==> src/rtl/tftp_pkg.sv <==
// ----------------------------------------------------------------------------
// tftp_pkg: shared types and constants for the TFTP read transfer sender
// Phase, operation and action codes, item and state structs, fixed limits.
// ----------------------------------------------------------------------------
package tftp_pkg;

	// Largest data block in bytes, and the saturation bound of block_length
	localparam int unsigned BLOCK_BYTES = 512;
	localparam logic [16:0] BLOCK_BYTES_W = 17'(BLOCK_BYTES);
	localparam logic [9:0] LEN_CAP = (BLOCK_BYTES < 1023) ? 10'(BLOCK_BYTES) : 10'd1023;

	// Configuration register defaults and indexes
	localparam logic [7:0]  RETRY_LIMIT_RST   = 8'd50;
	localparam logic [15:0] TIMEOUT_TICKS_RST = 16'd100;
	localparam logic        CFG_RETRY_LIMIT   = 1'b0;
	localparam logic        CFG_TIMEOUT_TICKS = 1'b1;

	// Protocol constants
	localparam logic [15:0] OPC_ACK       = 16'd4;
	localparam logic [9:0]  ACK_LEN       = 10'd4;
	localparam logic [2:0]  ERR_NOT_FOUND = 3'd1;
	localparam logic [2:0]  ERR_BAD_MODE  = 3'd0;
	localparam logic [2:0]  ERR_NONE      = 3'd0;

	// Result actions
	localparam logic [2:0] ACT_DATA     = 3'd0;
	localparam logic [2:0] ACT_ERROR    = 3'd1;
	localparam logic [2:0] ACT_REQUEST  = 3'd2;
	localparam logic [2:0] ACT_COMPLETE = 3'd3;
	localparam logic [2:0] ACT_TIMEOUT  = 3'd4;

	typedef enum logic [1:0] {
		OP_START  = 2'd0,
		OP_BLOCK  = 2'd1,
		OP_PACKET = 2'd2,
		OP_TICK   = 2'd3
	} op_t;

	typedef enum logic [1:0] {
		PH_IDLE       = 2'd0,
		PH_WAIT_BLOCK = 2'd1,
		PH_WAIT_ACK   = 2'd2
	} phase_t;

	typedef struct packed {
		op_t         op;
		logic        file_found;
		logic        mode_known;
		logic [9:0]  block_length;
		logic [9:0]  packet_length;
		logic [15:0] packet_opcode;
		logic [15:0] packet_block;
	} item_t;

	typedef struct packed {
		phase_t      phase;
		logic [15:0] blk;
		logic [9:0]  len;
		logic [7:0]  attempts;
		logic [15:0] elapsed;
	} xfer_t;

	typedef struct packed {
		logic        valid;
		logic [2:0]  action;
		logic [15:0] blk;
		logic [9:0]  len;
		logic [2:0]  err;
	} res_t;

endpackage

==> src/rtl/tftp_step.sv <==
// ----------------------------------------------------------------------------
// tftp_step: transfer update for one item
// Combinational next-state and result logic for the stop-and-wait sender.
// ----------------------------------------------------------------------------
module tftp_step (
	input  tftp_pkg::item_t item,
	input  tftp_pkg::xfer_t cur,
	input  logic [7:0]      retry_limit,
	input  logic [15:0]     timeout_ticks,
	output tftp_pkg::xfer_t nxt,
	output tftp_pkg::res_t  res
);

	logic [15:0] elapsed_inc;
	logic        ack_match;
	logic        short_block;
	logic        busy;

	assign elapsed_inc = cur.elapsed + 16'd1;
	assign ack_match   = (item.packet_length == tftp_pkg::ACK_LEN)
		&& (item.packet_opcode == tftp_pkg::OPC_ACK)
		&& (item.packet_block == cur.blk);
	assign short_block = {7'b0, cur.len} < tftp_pkg::BLOCK_BYTES_W;
	assign busy = (cur.phase == tftp_pkg::PH_WAIT_BLOCK) || (cur.phase == tftp_pkg::PH_WAIT_ACK);

	always_comb begin
		nxt        = cur;
		res.valid  = 1'b0;
		res.action = tftp_pkg::ACT_DATA;
		res.blk    = cur.blk;
		res.len    = cur.len;
		res.err    = tftp_pkg::ERR_NONE;
		unique case (item.op)
			tftp_pkg::OP_START: begin
				if (!busy) begin
					res.valid = 1'b1;
					if (!item.file_found || !item.mode_known) begin
						res.action = tftp_pkg::ACT_ERROR;
						res.blk    = '0;
						res.len    = '0;
						res.err    = item.file_found ? tftp_pkg::ERR_BAD_MODE
							: tftp_pkg::ERR_NOT_FOUND;
					end else begin
						nxt.phase    = tftp_pkg::PH_WAIT_BLOCK;
						nxt.blk      = '0;
						nxt.len      = '0;
						nxt.attempts = '0;
						nxt.elapsed  = '0;
						res.action   = tftp_pkg::ACT_REQUEST;
						res.blk      = '0;
						res.len      = '0;
					end
				end
			end
			tftp_pkg::OP_BLOCK: begin
				if (cur.phase == tftp_pkg::PH_WAIT_BLOCK) begin
					nxt.phase    = tftp_pkg::PH_WAIT_ACK;
					nxt.blk      = cur.blk + 16'd1;
					nxt.len      = (item.block_length > tftp_pkg::LEN_CAP) ? tftp_pkg::LEN_CAP
						: item.block_length;
					nxt.attempts = 8'd1;
					nxt.elapsed  = '0;
					res.valid    = 1'b1;
					res.action   = tftp_pkg::ACT_DATA;
					res.blk      = nxt.blk;
					res.len      = nxt.len;
				end
			end
			tftp_pkg::OP_PACKET: begin
				if (cur.phase == tftp_pkg::PH_WAIT_ACK && ack_match) begin
					nxt.elapsed = '0;
					res.valid   = 1'b1;
					if (short_block) begin
						nxt.phase  = tftp_pkg::PH_IDLE;
						res.action = tftp_pkg::ACT_COMPLETE;
					end else begin
						nxt.phase  = tftp_pkg::PH_WAIT_BLOCK;
						res.action = tftp_pkg::ACT_REQUEST;
					end
				end
			end
			tftp_pkg::OP_TICK: begin
				if (cur.phase == tftp_pkg::PH_WAIT_ACK) begin
					if (elapsed_inc < timeout_ticks) begin
						nxt.elapsed = elapsed_inc;
					end else begin
						nxt.elapsed = '0;
						res.valid   = 1'b1;
						if (cur.attempts >= retry_limit) begin
							nxt.phase  = tftp_pkg::PH_IDLE;
							res.action = tftp_pkg::ACT_TIMEOUT;
						end else begin
							nxt.attempts = cur.attempts + 8'd1;
							res.action   = tftp_pkg::ACT_DATA;
						end
					end
				end
			end
			default: begin
				nxt = cur;
			end
		endcase
	end

endmodule

==> src/rtl/tftp_read_transfer_sender_unit.sv <==
// ----------------------------------------------------------------------------
// tftp_read_transfer_sender_unit: stop-and-wait TFTP read transfer sender
// Path: an item is held in the input register s1, and its result is registered
// in the output register s2. Throughput: one item per cycle unless a result waits
// on a full output slot, set by the combinational transfer state update.
// Reset: async active low; phase idle, counters zero, retry 50, timeout 100.
// ----------------------------------------------------------------------------
module tftp_read_transfer_sender_unit (
	input  logic        clk,
	input  logic        arst_n,
	// configuration writes
	input  logic        cfg_we,
	input  logic        cfg_index,
	input  logic [15:0] cfg_data,
	// input items
	input  logic        in_valid,
	output logic        in_ready,
	input  logic [1:0]  operation,
	input  logic        file_found,
	input  logic        mode_known,
	input  logic [9:0]  block_length,
	input  logic [9:0]  packet_length,
	input  logic [15:0] packet_opcode,
	input  logic [15:0] packet_block,
	// result items
	output logic        out_valid,
	input  logic        out_ready,
	output logic [2:0]  action,
	output logic [15:0] block_number,
	output logic [9:0]  data_length,
	output logic [2:0]  error_code
);

	// configuration registers
	logic [7:0]  retry_limit_q;
	logic [15:0] timeout_ticks_q;

	// input register
	logic            valid_s1;
	tftp_pkg::item_t item_s1;

	// transfer state
	tftp_pkg::xfer_t xfer_q;
	tftp_pkg::xfer_t xfer_nxt;
	tftp_pkg::res_t  res;

	// output register
	logic            valid_s2;
	tftp_pkg::res_t  res_s2;

	logic advance;

	always_ff @(posedge clk or negedge arst_n) begin
		if (!arst_n) begin
			retry_limit_q   <= tftp_pkg::RETRY_LIMIT_RST;
			timeout_ticks_q <= tftp_pkg::TIMEOUT_TICKS_RST;
		end else if (cfg_we) begin
			if (cfg_index == tftp_pkg::CFG_RETRY_LIMIT) begin
				retry_limit_q <= cfg_data[7:0];
			end else begin
				timeout_ticks_q <= cfg_data;
			end
		end
	end

	// The staged item moves on when the output slot is free or it yields no
	// result; the input side refills s1 in the same cycle.
	assign advance  = valid_s1 && (!res.valid || !valid_s2 || out_ready);
	assign in_ready = !valid_s1 || advance;

	always_ff @(posedge clk or negedge arst_n) begin
		if (!arst_n) begin
			valid_s1 <= 1'b0;
		end else if (in_ready) begin
			valid_s1 <= in_valid;
		end
	end

	always_ff @(posedge clk) begin
		if (in_ready && in_valid) begin
			item_s1.op            <= tftp_pkg::op_t'(operation);
			item_s1.file_found    <= file_found;
			item_s1.mode_known    <= mode_known;
			item_s1.block_length  <= block_length;
			item_s1.packet_length <= packet_length;
			item_s1.packet_opcode <= packet_opcode;
			item_s1.packet_block  <= packet_block;
		end
	end

	tftp_step u_step (
		.item          (item_s1),
		.cur           (xfer_q),
		.retry_limit   (retry_limit_q),
		.timeout_ticks (timeout_ticks_q),
		.nxt           (xfer_nxt),
		.res           (res)
	);

	// state commits only when the item actually leaves s1
	always_ff @(posedge clk or negedge arst_n) begin
		if (!arst_n) begin
			xfer_q <= '{phase: tftp_pkg::PH_IDLE, blk: '0, len: '0, attempts: '0, elapsed: '0};
		end else if (advance) begin
			xfer_q <= xfer_nxt;
		end
	end

	always_ff @(posedge clk or negedge arst_n) begin
		if (!arst_n) begin
			valid_s2 <= 1'b0;
		end else if (advance && res.valid) begin
			valid_s2 <= 1'b1;
		end else if (out_ready) begin
			valid_s2 <= 1'b0;
		end
	end

	always_ff @(posedge clk) begin
		if (advance && res.valid) begin
			res_s2 <= res;
		end
	end

	assign out_valid    = valid_s2;
	assign action       = res_s2.action;
	assign block_number = res_s2.blk;
	assign data_length  = res_s2.len;
	assign error_code   = res_s2.err;

`ifndef SYNTHESIS
	// error results never carry a block header
	a_error_fields: assert property (@(posedge clk) disable iff (!arst_n)
		(valid_s2 && res_s2.action == tftp_pkg::ACT_ERROR)
		|-> (res_s2.blk == '0 && res_s2.len == '0))
		else $error("error item carries block fields");

	// at least one send attempt is counted while waiting for an ACK
	a_attempts_nonzero: assert property (@(posedge clk) disable iff (!arst_n)
		(xfer_q.phase == tftp_pkg::PH_WAIT_ACK) |-> (xfer_q.attempts != '0))
		else $error("awaiting ACK with zero attempts");

	// a staged item that cannot move on is kept
	a_s1_hold: assert property (@(posedge clk) disable iff (!arst_n)
		(valid_s1 && !advance) |=> (valid_s1 && $stable(item_s1)))
		else $error("staged item lost while stalled");
`endif

endmodule
==> config.mk <==
export PLATFORM = sky130hd
export DESIGN_NAME = tftp_read_transfer_sender_unit
export DESIGN_NICKNAME = d
export VERILOG_FILES = /design/src/rtl/tftp_pkg.sv /design/src/rtl/tftp_step.sv /design/src/rtl/tftp_read_transfer_sender_unit.sv
export SDC_FILE = /design/constraint.sdc
export NUM_CORES = 1
export LEC_CHECK = 0
export BUFFER_PORTS_ARGS = -buffer_cell sky130_fd_sc_hd__buf_4
export CORE_UTILIZATION = 40
export DETAILED_ROUTE_END_ITERATION = 10
export GPL_TIMING_DRIVEN = 1
export PLACE_DENSITY = 0.68
export SLEW_MARGIN = 20
export SYNTH_ARGS = -nofsm -noshare
export SYNTH_HDL_FRONTEND = slang
export SYNTH_SLANG_ARGS = --single-unit
==> constraint.sdc <==
create_clock -name clk -period 4.5 [get_ports clk]
set_clock_uncertainty 0.05 [all_clocks]
set_input_delay 0.225 -clock clk [delete_from_list [all_inputs] [get_ports clk]]
set_output_delay 0.225 -clock clk [all_outputs]
set_load 0.02 [all_outputs]
==> run_results.csv, run 1 <==
group,metric,value,unit
outcome,outcome,"completed",
die,core_area,19650,um2
cts,path_clk_slew,0.07,ns
critical_path,worstPathCellList,"and4_1, and4_2, nand3_1, nor3_1, xor2_1, ha_1, a21oi_1, o21a_1, o221ai_1, a22oi_2, a21oi_1, o21ai_1, or2_2, buf_4",
critical_path,cp_max_fo,6,
timing,fin_setup_tns,0,ns
global_routing,grt_first_pass_wirelength,30930,um
timing,slew_viol_final,0,
place,portBuffers,109,
global_routing,grt.overflow.total,0,
timing,relSlewSlack,34.57,%
routing,via_per_inst,5.263,
min_path,worstHoldPathCells,4,
synthesis,yosysMostFrequentCell,"edfxtp_1",
cts,numCtsBuffers,17,
cts,cts_tree,"done",
die,die_area,20770,um2
critical_path,required,4.22,ns
routing,wirelength,19470,um
synthesis,syn-cell-area,8080,um2
synthesis,synth_area_leader_cell,"edfxtp_1",
timing,fmax,0.2432,GHz
cells_and_area,fillers,1749,
cts,cts_root_buffer,"clkbuf_16",
die,rows,51,
global_routing,grt_pass1_vias,5980,
synthesis,synth.distinct_cells,66,
critical_path,cp_slowest_cell,"dfrtp_1",
cts,clockBufferDepth,2,
cells_and_area,multiInputGateArea,3221,um2
critical_path,worst_setup_path_start_kind,"flop",
cts,htree_levels,4,
synthesis,ys_seq_area_share,56.21,%
critical_path,cp.arrival,3.84,ns
routing,vias,6137,
timing,hold_viol,0,
synthesis,netlist_top_cells_area,"edfxtp_1 32%, dfrtp_1 22%, ha_1 4.3%",
timing,setup-violations-final,0,
cells_and_area,layout-drive-gt1-share,21.86,%
synthesis,synth-seq-cells,164,
place,hpwl,13140,um
synthesis,synth_cells,717,
cells_and_area,nets,994,
die,die_w,144.1,um
die,num_io_pins,112,
run,drv_cap,0,
critical_path,slowest_delay,0.43,ns
pwr,powerDensity,427.2,nW/um2
global_routing,antenna_found_initial,0,
cells_and_area,fin_cells,1166,
synthesis,synthArstFlopShare,47.56,%
cts,cts.sinks,164,
place,dp_cells,1060,
critical_path,end_kind,"output pin",
min_path,worstHoldPathType,"primary input to flop",
timing,min_period,4.112,ns
timing,post-route-period-util,91.38,%
cts,post-cts-setup-buffers,0,
place,routabilityCongestion,0.8435,
global_routing,gr-usage-all-layers,19.55,%
synthesis,synth-edff-count,86,
routing,drtPass1Iterations,5,
timing,rsz0062_at_grt,"no",
synthesis,syn_area_per_cell,11.27,um2
routing,wl_per_cell,16.70,um
global_routing,grt_max_degree,79,
critical_path,cp_common_cell,"a21oi_1",
routing,drt-initial-drc-count,423,
die,initial_core_util,41.11,%
pwr,p_leak,0.004269,uW
die,die_h,144.1,um
cells_and_area,seqCellArea,4542,um2
timing,worst_pin_slew,0.9772,ns
cells_and_area,num_antenna_cells,0,
synthesis,synth_commonest_cells,"86 x edfxtp_1, 72 x dfrtp_1, 60 x o21ai_0",
routing,drc_errors,0,
synthesis,ys.flop_type,"edfxtp_1",
cells_and_area,area_growth,29.44,%
synthesis,synth.top_cell.area_share,31.96,%
routing,ant_nets,0,
critical_path,rr_worst_depth,13,
cts,clock_latency,0.44,ns
synthesis,yosysWarnings,0,
pwr,ir_drop,0.3212,mV
critical_path,path_class,"flop to output pin",
[registers in the layout, summed over array words and instances, names as in the netlist]
register	flops
valid_s1	1
timeout_ticks_q	16
data_length	10
xfer_q	52
action	3
block_number	16
item_s1	56
error_code	1
out_valid	1
retry_limit_q	8
[kinds of logic after synthesis]
logic type / after synthesis / share of synthesized area [%]
xor+xnor: 30 / 3.252
fa+ha+maj: 28 / 4.336
other cells: 1 / 0.04641
flops: 164 / 56.21
buf+inv: 79 / 4.165
simple gates: 221 / 14.15
compound gates: 168 / 14.31
mux: 26 / 3.531
[worst paths after layout]
kind	from	endpoint	slack, ns
setup / recovery	xfer_q[2]	in_ready	0.39
hold / removal	cfg_index	retry_limit_q[4]	0.19
setup reg to reg	xfer_q[2]	block_number[13]	0.46
hold reg to reg	xfer_q[30]	xfer_q[30]	0.43
max in group asynchronous	arst_n	xfer_q[34]	3.55
min in group asynchronous	arst_n	retry_limit_q[6]	0.35
[worst max-delay path, delay by kind of cell (launching register included)]
family,cells,cell delay (ns)
buf+inv,1,0.14
xor+xnor,1,0.22
flops,1,0.43
fa+ha+maj,1,0.28
compound gates,6,1.19
simple gates,5,1.14
[final cells by class]
type                    instances  area share [%]
clock buffers                  20           4.175
clock inverters                12           1.400
inverters                      39           1.400
multi-input cells             475           30.79
flip-flops and latches        164           43.43
well taps                     265           3.170
repair buffers                191           15.64
[where the power goes]
part	total [uW]	leakage [uW]	switching (uW)	internal, uW
Clock	1450	0.000275	620	830
Combinational	957	0.00215	526	431
Sequential	2060	0.00185	218	1840
[layer usage]
| layer | GRT usage [%] | vias to the layer above | part of all wire [%] |
|---|---|---|---|
| met3 | 4.371 | 30 | 4.6 |
| li1 | - | 2995 | - |
| met2 | 31.20 | 168 | 48 |
| met1 | 26.03 | 2944 | 45 |
| met5 | 0 | - | 0 |
| met4 | 7.202 | 0 | 2.1 |
[cells in the final DEF, fill, tap and decap left out, drive strengths merged, types with 3 or more instances in the layout]
master       synthesis  layout
and4                 5       5
dfstp                6       6
nand2               44      44
xor2                 7       7
a31o                 4       4
clkinvlp             0       3
dlygate4sd3          0      74
or3                  8       8
a21oi               17      17
nand4               15      15
nor2                49      49
mux2                20      20
o21a                 7       7
clkbuf              23      20
a22o                 9       9
edfxtp              86      86
o21ai               66      66
nor3                 9       9
mux2i                6       6
nand2b               5       5
dfrtp               72      72
and3                18      18
xnor2               23      23
buf                 17     117
inv                 38      44
nor4                 9       9
o31ai               39      39
nor2b                5       5
nand3               33      33
and2                 7       7
ha                  28      28
nor4b                7       7
o211ai               6       6
[stage by stage]
| step | total power (uW) | utilization (%) | hold slack [ns] | area (um2) | worst slack [ns] |
|---|---|---|---|---|---|
| after global placement | 2964 | 46.45 | 0.3539 | 9130 | 0.4952 |
| after CTS | 4498 | 53.19 | 0.1856 | 10450 | 0.3406 |
| final | 4468 | 53.21 | 0.1876 | 10460 | 0.3880 |
| after detailed placement | 2991 | 46.45 | 0.3545 | 9130 | 0.3857 |
| after floorplan | 2641 | - | -0.1206 | 8088 | 0.3571 |
| after global routing | 4682 | 53.21 | 0.2361 | 10460 | 0.01698 |
[repair_timing]
| action | CTS | global route |
|---|---|---|
| hold buffers | 74 | 0 |
| resized for setup | 0 | 1 |
| endpoints found under the setup margin | 0 | 30 |
| hold endpoints to repair | 153 | 0 |
Power figures use the tool's default switching activity.
==> run 2, diff against run 1 <==
--- a/config.mk
+++ b/config.mk
@@ -9,7 +9,7 @@
 export CORE_UTILIZATION = 40
 export DETAILED_ROUTE_END_ITERATION = 10
 export GPL_TIMING_DRIVEN = 1
-export PLACE_DENSITY = 0.68
+export PLACE_DENSITY = 0.66
 export SLEW_MARGIN = 20
 export SYNTH_ARGS = -nofsm -noshare
 export SYNTH_HDL_FRONTEND = slang
==> constraint.sdc (replaced) <==
create_clock -name clk -period 4.4 [get_ports clk]
set_clock_uncertainty 0.05 [all_clocks]
set_input_delay 0.22 -clock clk [delete_from_list [all_inputs] [get_ports clk]]
set_output_delay 0.22 -clock clk [all_outputs]
set_load 0.02 [all_outputs]
==> run_results.csv, run 2 (same netlist as run 1, synthesis figures left out) <==
group,metric,value,unit
routing,ant_nets,0,
timing,min_period,4.114,ns
critical_path,required,4.13,ns
global_routing,grt_max_degree,79,
timing,fmax,0.2431,GHz
critical_path,worst_r2r_endpoint,"xfer_q[22]",
timing,setup-violations-final,0,
routing,via_per_inst,5.343,
cells_and_area,max_flop_register,"item_s1",
cells_and_area,layout-drive-gt1-share,23.02,%
cells_and_area,final_common_cell,"buf_4",
timing,slew_viol_final,0,
routing,drtPass1Iterations,7,
critical_path,cp.arrival,3.84,ns
critical_path,cp-endpoint,"in_ready",
pwr,powerDensity,432.4,nW/um2
timing,worst_pin_slew,0.8008,ns
die,rows,51,
cts,htree_levels,4,
cells_and_area,top_regs,"item_s1: 56 flops, xfer_q: 52 flops",
routing,wl_met1,8650,um
cts,cts_root_buffer,"clkbuf_16",
die,num_io_pins,112,
routing,wirelength,19870,um
critical_path,r2r_slack,0.60,ns
routing,vias,6273,
critical_path,path_class,"flop to output pin",
outcome,outcome,"completed",
timing,rsz0062_at_grt,"no",
die,core_area,19650,um2
cts,path_clk_slew,0.07,ns
pwr,ir_drop,0.3271,mV
die,die_area,20770,um2
cells_and_area,area_growth,30.15,%
min_path,worstHoldPathType,"primary input to flop",
global_routing,gr-usage-all-layers,20.01,%
run,drv_cap,0,
cts,cts.sinks,164,
cts,cts_tree,"done",
cts,clockBufferDepth,2,
die,die_h,144.1,um
critical_path,worst_setup_path_start_kind,"flop",
critical_path,end_kind,"output pin",
routing,drt-initial-drc-count,469,
routing,wl_per_cell,16.92,um
routing,drc_errors,0,
cts,clock_latency,0.44,ns
timing,relSlewSlack,46.51,%
routing,wl_met2,9548,um
global_routing,grt_first_pass_wirelength,31350,um
routing,route.met3.wl,1080,um
die,initial_core_util,41.11,%
global_routing,grt.overflow.total,0,
timing,hold_viol,0,
critical_path,rr_worst_depth,14,
timing,post-route-period-util,93.50,%
critical_path,critPathLaunch,"xfer_q[0]",
global_routing,grt_pass1_vias,6054,
place,hpwl,13050,um
pwr,p_leak,0.004297,uW
timing,fin_setup_tns,0,ns
cells_and_area,final_cell_mix,"122 x buf_4, 86 x edfxtp_1, 74 x dlygate4sd3_1, 71 x dfrtp_1, 60 x o21ai_0",
place,dp_cells,1065,
cells_and_area,nets,1001,
global_routing,antenna_found_initial,0,
place,portBuffers,109,
cells_and_area,fin_cells,1174,
routing,highest_layer,"met4",
cts,numCtsBuffers,17,
cells_and_area,final_util,53.51,%
critical_path,cp_max_fo,7,
critical_path,r2r_start,"xfer_q[0]",
cells_and_area,largest_reg_flops,56,
place,routabilityCongestion,0.8501,
die,die_w,144.1,um
-- run 2: metrics by stage --
| step | area (um2) | worst slack, ns | total power, uW | hold slack (ns) |
|---|---|---|---|---|
| finish | 10520 | 0.2861 | 4547 | 0.1707 |
| CTS | 10480 | 0.1433 | 4569 | 0.1699 |
| floorplan | 8088 | 0.2571 | 2701 | -0.1256 |
| detailed placement | 9168 | 0.4558 | 3063 | 0.3492 |
| global placement | 9168 | 0.5626 | 3041 | 0.3490 |
| global route | 10510 | 0.01494 | 4777 | 0.2396 |
-- run 2: worst max-delay path, stage by stage (launching register included) --
cell      delay, ns
dfrtp_1        0.46
ha_1           0.27
nand4_1        0.26
nor3_1         0.32
xnor2_1        0.12
ha_1           0.31
nand4_1        0.17
or2_1          0.27
o221ai_1       0.17
a22oi_2        0.17
a21oi_1        0.16
o21ai_1        0.10
buf_4          0.16
or2_2          0.30
buf_4          0.17
-- run 2: where the power goes --
part / total, uW / switching [uW] / internal (uW)
combinational: 994 / 544 / 450
sequential: 2100 / 219 / 1880
clock: 1450 / 656 / 794
-- run 2: final cells by class --
type,instances,area [um2]
clock buffer,18,429.2
sequential,164,4543
timing repair buffer,198,1688
tap,265,331.6
inverter,39,146.4
fill,1751,9138
clock inverter,14,140.1
antenna,1,2.502
multi-input combinational,475,3236
-- run 2: layer usage --
| metal | up-vias | global-route usage, % |
|---|---|---|
| met4 | 0 | 9.197 |
| li1 | 2997 | - |
| met1 | 3018 | 26.46 |
| met2 | 211 | 31.30 |
| met5 | - | 0 |
| met3 | 47 | 4.503 |
-- run 2: repair_timing --
item | in CTS | in global routing
hold buffers | 74 | 0
buffers inserted | 0 | 2
gates resized for setup | 0 | 5
endpoints found under the hold margin | 153 | 0
setup endpoints to repair | 0 | 1
-- run 2: worst min-delay path by stage --
| stage | start | to | slack [ns] | depth (start not counted) |
|---|---|---|---|---|
| 5_1_grt | cfg_index | retry_limit_q[5] | 0.24 | 4 |
| 3_3_place_gp | packet_length[0] | item_s1[32] | 0.35 | 1 |
| 2_1_floorplan | arst_n | out_valid | -0.13 | 0 |
| 4_1_cts | cfg_index | retry_limit_q[5] | 0.17 | 4 |
| 3_5_place_dp | packet_opcode[10] | item_s1[26] | 0.35 | 1 |
| 6_report | cfg_index | retry_limit_q[5] | 0.17 | 4 |
==> run 3, diff against run 2 <==
--- a/config.mk
+++ b/config.mk
@@ -5,11 +5,11 @@
 export SDC_FILE = /design/constraint.sdc
 export NUM_CORES = 1
 export LEC_CHECK = 0
-export BUFFER_PORTS_ARGS = -buffer_cell sky130_fd_sc_hd__buf_4
 export CORE_UTILIZATION = 40
 export DETAILED_ROUTE_END_ITERATION = 10
+export DONT_BUFFER_PORTS = 1
 export GPL_TIMING_DRIVEN = 1
-export PLACE_DENSITY = 0.66
+export PLACE_DENSITY = 0.61
 export SLEW_MARGIN = 20
 export SYNTH_ARGS = -nofsm -noshare
 export SYNTH_HDL_FRONTEND = slang
==> run_results.csv, run 3 (same netlist as run 1, synthesis figures left out) <==
group,metric,value,unit
timing,post-route-period-util,93.70,%
critical_path,cp_max_fo,6,
place,preCtsSetupSlack,0.4063,ns
global_routing,antenna_found_initial,0,
die,num_io_pins,112,
timing,setup_slack,0.2774,ns
cts,numCtsBuffers,17,
cells_and_area,final_util,49.29,%
cells_and_area,layout-drive-gt1-share,11.81,%
timing,fin_setup_tns,0,ns
pwr,pwr-share-comb,18.2,%
timing,slew_viol_final,0,
timing,fmax,0.2426,GHz
die,die_h,144.1,um
cells_and_area,top_regs,"item_s1: 56 flops, xfer_q: 52 flops",
routing,vias,5869,
timing,min_period,4.123,ns
routing,drc_errors,0,
cts,clock_latency,0.44,ns
cells_and_area,largest_reg_flops,56,
timing,relSlewSlack,35.16,%
die,die_area,20770,um2
cells_and_area,seqCellArea,4542,um2
min_path,worstHoldPathCells,3,
place,portBuffers,0,
cells_and_area,fillers,1759,
critical_path,r2r_slack,0.39,ns
pwr,switching_share,31.98,%
routing,ant_nets,0,
critical_path,crit_family,"simple AND/OR/NAND/NOR gates",
critical_path,worstPathCellList,"and4_1, and4_1, nand3_1, nor3_2, xor2_1, ha_1, nand4_1, or2_1, o221ai_1, a22oi_2, a21oi_1, o21ai_1, buf_4, or2_2",
critical_path,cp_slowest_cell,"dfrtp_1",
global_routing,gr-usage-all-layers,19.47,%
cells_and_area,num_antenna_cells,0,
min_path,worstHoldPathType,"primary input to flop",
routing,wl_per_cell,18.18,um
cells_and_area,multiInputGateArea,3224,um2
timing,setup-violations-final,0,
place,routabilityCongestion,0.8331,
critical_path,required,4.13,ns
timing,rsz0062_at_grt,"no",
global_routing,grt.overflow.total,0,
critical_path,cp_common_cell,"and4_1",
cells_and_area,area_growth,19.90,%
pwr,powerDensity,454.3,nW/um2
cts,clockBufferDepth,2,
pwr,pwr-share-clk,32.1,%
critical_path,cp.arrival,3.85,ns
routing,drtPass1Iterations,5,
routing,via_per_inst,5.532,
critical_path,end_kind,"output pin",
routing,wirelength,19290,um
cts,cts_tree,"done",
cells_and_area,max_flop_register,"item_s1",
run,drv_cap,0,
global_routing,grt_first_pass_wirelength,30390,um
outcome,outcome,"completed",
die,core_area,19650,um2
cells_and_area,final_common_cell,"edfxtp_1",
cells_and_area,final_cell_mix,"86 x edfxtp_1, 74 x dlygate4sd3_1, 72 x dfrtp_1, 60 x o21ai_0, 48 x nor2_1",
global_routing,grt_max_degree,79,
die,initial_core_util,41.11,%
pwr,switching_power,1408,uW
critical_path,crit_cells,14,
timing,worst_pin_slew,0.9702,ns
pwr,ir_drop,0.3124,mV
critical_path,path_class,"flop to output pin",
cells_and_area,nets,889,
cts,htree_levels,4,
die,die_w,144.1,um
critical_path,slowest_delay,0.44,ns
die,rows,51,
pwr,p_leak,0.003774,uW
routing,drt-initial-drc-count,420,
critical_path,rr_worst_depth,13,
global_routing,grt_pass1_vias,5761,
pwr,p_int,2993,uW
critical_path,worst_setup_path_start_kind,"flop",
cts,cts.sinks,164,
pwr,p_seq_share,49.7,%
cts,path_clk_slew,0.07,ns
critical_path,path_buf_inv,1,
timing,hold_viol,0,
cts,cts_root_buffer,"clkbuf_16",
place,hpwl,13300,um
-- run 3: cell count changes in the layout (fill, tap and decap cells not counted), sizes merged --
cell / change
inv: +2
buf: -112
bufinv: -1
clkinvlp: -1
diode: -1
clkbuf: +1
clkinv: -1
-- run 3: area by class of cell --
type	count	area share (%)
tap	265	3.422
clock buffer	19	4.572
clock inverter	13	1.162
multi-input combinational	475	33.28
timing repair buffer	86	9.170
sequential	164	46.88
inverter	39	1.511
-- run 3: timing repair --
action	CTS	global route
hold endpoints to repair	159	0
setup buffers	0	0
gates resized for setup	0	1
setup endpoints to repair	0	1
hold buffers	75	0
-- run 3: per-layer routing --
metal / track usage [%] / vias to the layer above / routed length, um
li1: - / 2774 / -
met1: 25.95 / 2865 / 8640
met2: 31.07 / 205 / 9240
met3: 4.570 / 25 / 1058
met4: 6.759 / 0 / 355
met5: 0 / - / 0
-- run 3: metrics by stage --
step                hold WS, ns  total power [uW]  area [um2]  cells
CTS                     0.06629              4432        9683   1061
finish                  0.07388              4401        9688   1061
floorplan               -0.1256              2701        8088    718
detailed placement      -0.1227              2936        8359    954
global placement        -0.1220              2902        8359    954
global route             0.1146              4617        9688   1061
-- run 3: worst paths after layout --
kind                       startpoint                  to
max                         xfer_q[2]            in_ready
min                         cfg_index    retry_limit_q[5]
max reg2reg                 xfer_q[2]          xfer_q[39]
min reg2reg                xfer_q[30]          xfer_q[30]
max in group asynchronous      arst_n  timeout_ticks_q[6]
min in group asynchronous      arst_n  timeout_ticks_q[3]
-- run 3: power by group through the flow --
| stage | clock network (uW) | registers (uW) | logic [uW] |
|---|---|---|---|
| floorplan | 0 | 2080 | 617 |
| global placement | 0 | 2200 | 701 |
| CTS | 1450 | 2180 | 803 |
| global route | 1500 | 2220 | 896 |
| detailed placement | 0 | 2210 | 723 |
| finish | 1410 | 2190 | 800 |
-- run 3: tightest hold or removal path: cells and delay by family --
kind / cells / cell delay [ns]
and+or+nand+nor: 2 / 0.25
AOI/OAI and AO/OA: 1 / 0.07
